===== config.mk =====
export PLATFORM = sky130hd
export DESIGN_NAME = ctpa_queue
export DESIGN_NICKNAME = d
export VERILOG_FILES = /design/src/hdl/ctpa_pkg.sv /design/src/hdl/ctpa_queue.sv
export SDC_FILE = /design/constraint.sdc
export NUM_CORES = 1
export LEC_CHECK = 0
export BUFFER_PORTS_ARGS = -buffer_cell sky130_fd_sc_hd__buf_2
export CAP_MARGIN = 10
export CELL_PAD_IN_SITES_DETAIL_PLACEMENT = 1
export CELL_PAD_IN_SITES_GLOBAL_PLACEMENT = 1
export CORE_ASPECT_RATIO = 1.1
export CORE_MARGIN = 5
export CORE_UTILIZATION = 30
export CTS_BUF_LIST = sky130_fd_sc_hd__clkbuf_8
export DETAILED_ROUTE_END_ITERATION = 10
export GPL_ROUTABILITY_DRIVEN = 0
export PLACE_DENSITY = 0.58
export SYNTH_ARGS = -nofsm -noshare
export SYNTH_HDL_FRONTEND = slang
export SYNTH_SLANG_ARGS = --single-unit

===== constraint.sdc =====
create_clock -name clk -period 5.95 [get_ports clk]
set_input_delay 0 -clock clk [delete_from_list [all_inputs] [get_ports clk]]
set_output_delay 0 -clock clk [all_outputs]
set_load 0.02 [all_outputs]

===== src/hdl/ctpa_pkg.sv =====
`timescale 1ns / 1ps
package ctpa_pkg;

  localparam int COEFF_DEPTH_DEF  = 4096;
  localparam int MAX_VELOCITY_DEF = 3;

  localparam int LANES    = 3;
  localparam int IDX_W    = 12;
  localparam int Q_W      = 32;
  localparam int SUM_W    = 48;
  localparam int P_W      = 51;
  localparam int GAMMA_W  = 18;
  localparam int VCOUNT_W = 2;
  localparam int CFG_W    = 18;

  localparam logic [GAMMA_W-1:0]  GAMMA_RESET  = 18'd26214;
  localparam logic [VCOUNT_W-1:0] VCOUNT_RESET = 2'd3;

  // one quotient bit per divider stage, plus input and output registers
  localparam int DIV_STEPS = 31;
  localparam int DIV_LAT   = DIV_STEPS + 2;

  localparam int QUEUE_DEPTH = 4;

  typedef enum logic [0:0] {
    CFG_GAMMA  = 1'b0,
    CFG_VCOUNT = 1'b1
  } cfg_index_t;

  typedef struct packed {
    logic [IDX_W-1:0]      coeff_index;
    logic signed [Q_W-1:0] density;
    logic signed [Q_W-1:0] momentum_x;
    logic signed [Q_W-1:0] momentum_y;
    logic signed [Q_W-1:0] momentum_z;
    logic signed [Q_W-1:0] total_energy;
  } in_t;

  typedef struct packed {
    logic [IDX_W-1:0]        out_index;
    logic signed [SUM_W-1:0] density_total;
    logic signed [SUM_W-1:0] velocity_x_total;
    logic signed [SUM_W-1:0] velocity_y_total;
    logic signed [SUM_W-1:0] velocity_z_total;
    logic signed [SUM_W-1:0] pressure_total;
    logic                    bad_density;
    logic                    saturated;
  } out_t;

  // addends for one index, handed from the front to the accumulator
  typedef struct packed {
    logic                      in_range;
    logic [IDX_W-1:0]          index;
    logic                      bad;
    logic signed [Q_W-1:0]     density;
    logic [LANES-1:0][Q_W-1:0] vel;
    logic [LANES-1:0]          v_en;
    logic                      p_en;
    logic signed [P_W-1:0]     pressure;
  } work_t;

endpackage


===== src/hdl/ctpa_queue.sv =====
`timescale 1ns / 1ps
module ctpa_queue import ctpa_pkg::*; (
  input  logic  clk,
  input  logic  rst,
  input  logic  push_valid,
  output logic  push_ready,
  input  work_t push_data,
  output logic  pop_valid,
  input  logic  pop_ready,
  output work_t pop_data
);

  localparam int PTR_W = $clog2(QUEUE_DEPTH);
  localparam int CNT_W = $clog2(QUEUE_DEPTH + 1);

  work_t mem [QUEUE_DEPTH];
  logic [PTR_W-1:0] wptr, rptr;
  logic [CNT_W-1:0] count;
  logic push, pop;

  assign push_ready = count != CNT_W'(QUEUE_DEPTH);
  assign pop_valid  = count != '0;
  assign push       = push_valid && push_ready;
  assign pop        = pop_valid && pop_ready;
  assign pop_data   = mem[rptr];

  always_ff @(posedge clk) begin
    if (push) mem[wptr] <= push_data;
  end

  always_ff @(posedge clk) begin
    if (rst) begin
      wptr  <= '0;
      rptr  <= '0;
      count <= '0;
    end else begin
      if (push) wptr <= (wptr == PTR_W'(QUEUE_DEPTH - 1)) ? '0 : wptr + 1'b1;
      if (pop)  rptr <= (rptr == PTR_W'(QUEUE_DEPTH - 1)) ? '0 : rptr + 1'b1;
      if (push && !pop)      count <= count + 1'b1;
      else if (pop && !push) count <= count - 1'b1;
    end
  end

endmodule


# After elaboration in Yosys (flattened, before gate mapping)
# Memories as Yosys holds them, arrays and structs flattened. A register that Yosys moved wholly into a read port is not among the register bits.
# Cells that the tools add are included.
[word_totals]
register_bits = 7
ram_bits = 788
memories = 1
[mem_list]
columns = ["name", "words", "word_bits", "read_ports", "rd_ports_with_merged_regs", "wr", "line", "text"]
rows = [
  ["mem", 4, 197, 1, 1, 1, "ctpa_queue.sv:16", "work_t mem [QUEUE_DEPTH];"],
]
[op_classes]
add_sub_neg = 4
n_eq_ne = 3
n_mux = 8
n_reduce_logical = 8
[ops]
columns = ["cell", "n"]
rows = [
  ["$mux 2", 4],
  ["$mux 3", 2],
  ["$add 2x1->2 const B", 2],
  ["$eq 2x2->1 const B", 2],
  ["$logic_and 1x1->1", 4],
  ["$add 3x1->3 const B", 1],
  ["$ne 3x3->1 const B", 1],
  ["$reduce_bool 3->1", 1],
  ["$sub 3x1->3 const B", 1],
  ["$logic_not 1->1", 2],
  ["$mux 1", 2],
  ["$reduce_bool 2->1", 1],
]

# Logic depth before layout (Yosys ltp)
# Gate-level depths: netlist of the first run.
[logic_depth]
depth_word = 6
depth_mapped = 9
mapped_depth_nobuf = 8

# Least setup slack after synthesis of the first run
# No wires, ideal clock.
[synth_path]
path_type = "register to register"
startpoint = "register count[0]"
endpoint = "memory mem[0][0] in the netlist's numbering (enable)"
setup_time_ns = 0.583
arrival_ns = 5.309
t_required_ns = 5.367
slack_ns = 0.058
stages_incl_launch_ff = 4
path_buffers = 1
cell_sequence = "dfxtp_1 > or3b_1 > clkbuf_2 > and3_1"
[synth_via]
elab_chain_cells = 4
[synth_rtl]
columns = ["element", "line", "text"]
rows = [
  ["start, declared", "ctpa_queue.sv:18", "logic [CNT_W-1:0] count;"],
  ["start signal, assigned", "ctpa_queue.sv:39", "if (push && !pop) count <= count + 1'b1;"],
  ["start signal, assigned", "ctpa_queue.sv:40", "else if (pop && !push) count <= count - 1'b1;"],
  ["$ne 3x3->1", "ctpa_queue.sv:21", "assign push_ready = count != CNT_W'(QUEUE_DEPTH);"],
  ["named net push_ready", "ctpa_queue.sv:6", "output logic push_ready,"],
  ["$logic_and 1x1->1", "ctpa_queue.sv:23", "assign push = push_valid && push_ready;"],
  ["$mux 1", "ctpa_queue.sv:28", "if (push) mem[wptr] <= push_data;"],
  ["$mux 1 (implied by the code)", "ctpa_queue.sv:28", ""],
  ["end, declared", "ctpa_queue.sv:16", ""],
]
# The timed path passes the listed nets, and every way through them passes these cells.

==> results of run 1 <==
worst max-delay path, stage by stage, from the launching register on:
cell                      delay [ns]
sky130_fd_sc_hd__dfxtp_4        0.96
sky130_fd_sc_hd__buf_12         0.53
sky130_fd_sc_hd__mux4_2         0.66
sky130_fd_sc_hd__buf_2          0.19
timing repair:
| item | CTS | global route |
|---|---|---|
| setup endpoints to repair | 0 | 0 |
| gates resized for setup | 0 | 0 |
| hold buffers | 398 | 0 |
| endpoints found under the hold margin | 953 | 0 |
metal layers:
metal	routed length, um	GRT usage, %	vias to the layer above	part of all wire [%]
met1	27300	15.5	7834	39
met2	36300	23.9	413	52
met4	1780	4.98	2	2.5
met5	16	0	-	0.023
met3	4580	4.30	112	6.5
li1	-	-	6537	-
logic make-up (layout without fill, tap and decap cells):
family	count (synthesis)	after routing	synth area share, %
other	0	6	0
buffers and inverters	49	1057	1.15
AO/OA/AOI/OAI	5	5	0.121
AND/OR/NAND/NOR	17	17	0.342
adder cells (fa/ha/maj)	7	7	0.329
flip-flops	797	797	82.5
XOR/XNOR	2	2	0.0606
multiplexers	200	200	15.5
state kept, by name, summed over array words and instances (netlist names), named ones only:
| register | cells |
|---|---|
| rptr | 2 |
| count | 3 |
| wptr | 2 |
| mem | 788 |
worst paths after layout:
kind	startpoint	endpoint	slack, ns
worst max-delay path	flip-flop	pop_data[149]	2.63
worst min-delay path	push_data[52]	mem[0][52]$_DFFE_PP_	0.14
worst max register to register	count[1]$_SDFFE_PP0P_	count[2]$_SDFFE_PP0P_	3.05
worst min register to register	rptr[0]$_SDFFE_PP0P_	flip-flop	0.51
layout make-up:
| type | instances | area [sq um] | area share [%] |
|---|---|---|---|
| timing repair buffer | 810 | 6170 | 15.9 |
| sequential | 797 | 23900 | 61.4 |
| antenna | 6 | 15.0 | 0.0386 |
| clock buffer | 141 | 1940 | 4.99 |
| clock inverter | 103 | 552 | 1.42 |
| multi-input combinational | 231 | 4730 | 12.2 |
| tap | 1270 | 1590 | 4.09 |
| inverter | 3 | 11.3 | 0.0290 |
cell usage in the layout, fill, tap and decap left out, drive strengths merged:
master / Yosys / final
fa: 1 / 1
or3b: 1 / 1
ha: 6 / 6
dlygate4sd3: 0 / 398
mux4: 197 / 197
xor2: 2 / 2
bufinv: 0 / 3
and2: 1 / 1
nand2: 1 / 1
nor2: 3 / 3
clkinv: 0 / 39
a21oi: 2 / 2
mux2i: 3 / 3
inv: 3 / 60
diode: 0 / 6
clkbuf: 9 / 141
clkinvlp: 0 / 4
buf: 37 / 412
o21ai: 1 / 1
and3: 4 / 4
nand2b: 2 / 2
edfxtp: 788 / 788
dfxtp: 9 / 9
nor3: 1 / 1
o31ai: 2 / 2
or3: 3 / 3
nand3: 1 / 1
where the power goes:
group / switching, mW / internal (mW)
logic: 2.03 / 1.42
registers: 0.195 / 6.81
clock network: 2.19 / 2.34
==> results.txt, run 1 <==
The worst hold path belongs to the class in2reg. The logs give 32400 sq um for the placement-stage cell area and 0.78 ns for the clock latency of the later-clocked register in the worst-skew pair. Cells with a size suffix above 1 make up 37.6% of the layout. Setup violations remaining at the end of the flow were counted as 0. For this run, the post-layout net count is 2188.

In the final timing run, aggregate negative setup slack is 0 ns. The depth of the CTS H-tree is 4. The number of top-level design ports is 400, and the slew of the pin with the lowest slew margin is 1.01 ns. The number of cells on the worst reg-to-reg path is 8.

The worst-case IR drop observed on VDD is 269 uV. The total power density per cell area was 386 nW/um^2; the HPWL after detailed placement was 39500 um. The synthesized design contains 788 enable-type register cells. For this run, the top clock speed supported by timing is 0.301 GHz. Wires add up to 69900 um.

The total overflow left after global routing is 0. Across all hold checks on the routed design, the worst slack comes to 0.138 ns. The run gives 0 as the max-slew violation total from the final report.

The first global-routing pass estimated 105000 um of wire. After clock tree synthesis, the clock-pin slew on the worst setup and hold paths is 0.05 ns. Clock period minus worst slack: 3.32 ns. Among all flip-flop cells after synthesis, the most frequent one is sky130_fd_sc_hd__edfxtp_1. Buffers placed on the I/O ports in this run total 399.

STA classifies the critical path startpoint as a flip-flop. Ranked by instance count, the synthesized netlist is headed by sky130_fd_sc_hd__edfxtp_1, sky130_fd_sc_hd__mux4_2, sky130_fd_sc_hd__buf_2. After synthesis, the mean cell area works out to 26.8 sq um. After synthesis, flip-flops and latches occupy 82.5% of the total area. The initial antenna violation count was 8. The type of the worst setup path was reg2out. The synthesized design contains 797 register bits. The cell area that synthesis handed to floorplanning was 28900 sq um. Setup repair after global routing left no endpoint under its margin.

Between clock sinks in the finished design, the worst skew comes to 0.0474 ns. Summing internal, switching and leakage power gives 15.0 mW. In this run, the number of DRC markers left after iteration 0 of detailed routing was 877. The logs give 0 for the final-report hold violation count and 137 for the number of buffers created by CTS. At the worst endpoint, the required time is 5.95 ns. Entering global routing, the biggest net connects 103 pins.

The tools report the post-CTS setup buffer count as 0. In the post-synthesis netlist, the cell with the most instances is sky130_fd_sc_hd__edfxtp_1. The fraction of synthesis flops using an asynchronous set or reset pin was 0%. The clock sink count was 797; the worst setup slack after layout was 2.63 ns. The area of the placeable core was 95700 sq um; the number of fill cells in the layout was 9341. Measured against its own limit, the worst slew margin works out to 32.4%. The via count of the first global-routing pass came out at 17.3k. Synthesis produced a netlist with a net count of 1285. Counting instances, the worst hold path has a depth of 2. The cell count after synthesis is 1077, and the site row count is 119. The number of routed nets with antenna violations was 0.

Number of warning messages in the yosys log: 0. The length of the first detailed-routing pass in iterations was 5; the biggest fanout along the worst timing path was 81. The tools report the max capacitance violation total as 0. The floorplan die area is 103000 sq um, and the number of cells in the design after placement is 2713. The cell sitting at the root of the clock tree is a sky130_fd_sc_hd__clkbuf_8. In this run, distinct cell masters in the synthesized netlist total 25. Summed over all cells, the static leakage comes to 13.3 nW. In the global route stage, overall resource usage came out at 13.5%. The flow ran to the end, and the final reports show no timing, DRC or antenna violations. The clock passes through at most 3 buffers. The largest total area in the synthesized netlist belongs to sky130_fd_sc_hd__edfxtp_1. Using the TritonRoute via totals, the vias-per-cell ratio works out to 4.43. The vertical die dimension is 335 um, and the via count is 14.9k.

Ranked by total cell area, the synthesized netlist is headed by sky130_fd_sc_hd__edfxtp_1, sky130_fd_sc_hd__mux4_2, sky130_fd_sc_hd__dfxtp_1. Dividing the final minimum period by the clock period gives 55.8%. TritonCTS built the clock tree. At the end of the flow the core is filled with cells to 40.6%. The finished layout holds 3361 standard cells, fillers aside. After synthesis, the largest area contributor takes up 81.9% of total cell area. Prior to clock tree synthesis, the placed netlist has a worst setup slack of 3.20 ns.

The DRC violations left is 0, and the detailed-route wire length per cell is 20.8 um. STA classifies the critical path endpoint as an output pin. The tools report the final instance area as 38900 sq um. Data arrives at the worst endpoint at 3.32 ns. The width of the die works out to 306 um. The initial standard-cell utilization of the core is 30.2%, and the area added between synthesis and finish is 34.5%.
No activity file was read; power rests on OpenSTA's default activity.
==> run 2: changes to the inputs <==
Settings changed: PLACE_DENSITY 0.58 to 0.56.
Clock period 5.95 ns to 3.3 ns, I/O delays scaled along.
==> run 2 against run 1 <==
- routed wire length is 0.63% higher
- first-iteration DRC count is 15% lower
- clock skew is 0.019 ns lower
- worst hold slack worse by 0.054 ns
- utilization is 0.74 points higher
- sequential share of layout area is 1.1 points lower
- design area is 1.8% higher
- clock power is 88% higher
- combinational power is 91% higher
- via count is 1.1% higher
- global-route usage hardly changed
- worst setup slack worse by 2.0 ns
==> results.txt, run 2 (synthesized netlist as in run 1, its figures left out) <==
The run finished with clean final reports. The number of routed nets with antenna violations is 0 (unchanged), and the number of buffers created by CTS is 133 (-2.9%). The run gives 0 (unchanged) as the count of instances resized after the clock tree is built. The via count normalized by instance count was 4.42 (-0.34%); the first-pass GRT wire length was 106000 um (+0.61%). Leaving out fill and tap cells, the most frequent cell in the layout is sky130_fd_sc_hd__edfxtp_1. The number of hold-repair buffers added at the cts stage is 401 (+0.75%). The tools report the initial standard-cell utilization of the core as 30.2% (unchanged).

The worst voltage drop across the vdd grid came out at 447 uV (+66%). In the layout the commonest cells are sky130_fd_sc_hd__edfxtp_1, sky130_fd_sc_hd__dlygate4sd3_1, sky130_fd_sc_hd__buf_2, sky130_fd_sc_hd__mux4_2, sky130_fd_sc_hd__clkbuf_8. The logs give 17.4k (+0.29%) for the via count of the first global-routing pass and 2.67 ns (-0.65 ns) for the data arrival at the endpoint of the critical path.

The count of port buffers added during placement was 399 (unchanged). The class of the most critical hold timing path was in2reg. Clock-pin slew on the worst setup and hold paths: 0.06 ns (about the same). Setup repair after global routing left no endpoint under its margin. The number of endpoints failing setup at the final stage came out at 0 (unchanged). The tools report the endpoint kind of the worst setup timing path as an output pin.

The type of the worst setup path is reg2out. TritonCTS built the clock tree. The DRC violations left is 0 (unchanged). The flip-flop count of the largest register, all copies and words added is 788 (unchanged). The largest registers in the layout are mem (788), count (3).

The run gives 4 (unchanged) as the depth of the CTS H-tree. For the max-slew violation total from the final report, the log shows 0 (unchanged). The violation count after the first detailed-route iteration is 743 (-15%), and the total grt overflow is 0 (unchanged). The run gives 3.30 ns (-2.65 ns) as the required time reported for the critical path endpoint. The detailed-route wire length per cell was 20.6 um (-0.78%); the slew of the pin with the lowest slew margin was 0.765 ns (-0.249 ns). The vertical die dimension came out at 335 um (unchanged). The width of the die is 306 um (unchanged). The total power density per cell area works out to 700 nW/um^2 (+81%). The tools report the worst clock skew as 0.0282 ns (-0.0192 ns). The smallest clock period supported by the final layout is computed as 2.67 ns. The leakage power total came out at 13.6 nW (+2.4%).

In the finished design, the share of the clock period the worst path needs comes to 80.9%. The number of fill cells in the layout was 9271 (-0.75%); the max capacitance violation total was 0 (unchanged). Accumulated negative setup slack: 0 ns (unchanged). The clock latency of the later-clocked register in the worst-skew pair is 0.78 ns (about the same), and the final instance area is 39600 sq um (+1.8%). For the maximum number of buffers from clock root to sink, the log shows 3 (unchanged). The logs give 119 (unchanged) for the site row count and 0 (unchanged) for the post-CTS setup buffer count. The startpoint type of the worst setup path was a flip-flop. The aggregate routed wire length is 70400 um (+0.63%), and the fraction of final layout cells sized beyond drive strength 1 is 39.6% (+2.0 points). Compared with the post-synthesis result, the final layout area differs by 36.9%. The run gives 72 (-30%) as the pin count of the biggest net entering global routing.

The floorplan die area was 103000 sq um (unchanged); the biggest fanout along the worst timing path was 21 (-74%). The register with the most flip-flops in the final layout is mem. The tools report the via count as 15.1k (+1.1%). The clock sink count was 797 (unchanged); the initial antenna violation count was 8 (unchanged).

The clock root buffer was sky130_fd_sc_hd__clkbuf_8. Based on the critical path, the design can be clocked at up to 0.375 GHz. The HPWL after detailed placement was 43100 um (+9.1%). The worst-case headroom to the max-slew limit came out at 49.0% (+17 points). The placement-stage cell area came out at 32900 sq um (+1.7%).

The run gives 27.7 mW (+85%) as the overall power. The overall fraction of global-route tracks in use was 13.6% (+0.037 points); the length of the first detailed-routing pass in iterations was 4 (-1). The net count reported at finish was 2234 (+2.1%). The logs give 400 (unchanged) for the number of top-level design ports and 95700 sq um (unchanged) for the area of the placeable core. The final-report hold violation count is 0 (unchanged).
[run 2: cell types whose count changed in the layout (fill, tap and decap cells not counted), sizes merged]
cell and delta:
buf +47, bufinv +5, clkbuf -3, clkinv +9
clkinvlp -1, diode +2, dlygate4sd3 +3, inv -14
[run 2: area by class of cell]
| type | instances | area, sq um | share of cell area, % |
|---|---|---|---|
| Tap cell | 1270 | 1590 | 4.02 |
| Timing Repair Buffer | 860 | 6760 | 17.1 |
| Multi-Input combinational cell | 231 | 4730 | 12.0 |
| Clock inverter | 102 | 697 | 1.76 |
| Antenna cell | 8 | 20.0 | 0.0506 |
| Sequential cell | 797 | 23900 | 60.3 |
| Inverter | 3 | 11.3 | 0.0285 |
| Clock buffer | 138 | 1900 | 4.80 |
[run 2: worst max-delay path: stages (launching register included)]
cell	delay, ns
sky130_fd_sc_hd__dfxtp_4	0.55
sky130_fd_sc_hd__buf_12	0.26
sky130_fd_sc_hd__buf_4	0.29
sky130_fd_sc_hd__mux4_2	0.55
sky130_fd_sc_hd__buf_2	0.18
[run 2: final timing paths]
kind / from / to / slack, ns / depth (start not counted)
max: flip-flop / pop_data[174] / 0.63 / 4
min reg2reg: wptr[1]$_SDFFE_PP0P_ / wptr[1]$_SDFFE_PP0P_ / 0.52 / 2
max reg2reg: count[2]$_SDFFE_PP0P_ / count[2]$_SDFFE_PP0P_ / 0.64 / 6
min: push_data[75] / mem[0][75]$_DFFE_PP_ / 0.08 / 2
[run 2: routing by layer]
metal,GRT usage [%],share of wire [%]
met5,0,0
met4,4.90,2.3
met3,4.86,7.3
met2,23.6,52
met1,15.6,38
[run 2: power by group]
part,switching [mW],internal (mW)
Clock,3.98,4.56
Sequential,0.286,12.3
Combinational,3.80,2.82
Total,8.07,19.6
[run 2: through the flow]
step / util [%] / setup slack [ns] / hold slack [ns] / std cells
after floorplan: - / -0.320 / 0.0989 / 1077
after global placement: 34.4 / 1.02 / 0.210 / 2760
after detailed placement: 34.4 / 0.949 / 0.215 / 2760
after CTS: 41.3 / 0.438 / 0.00303 / 3401
after global routing: 41.3 / 0.427 / 0.0251 / 3408
final: 41.3 / 0.632 / 0.0847 / 3409
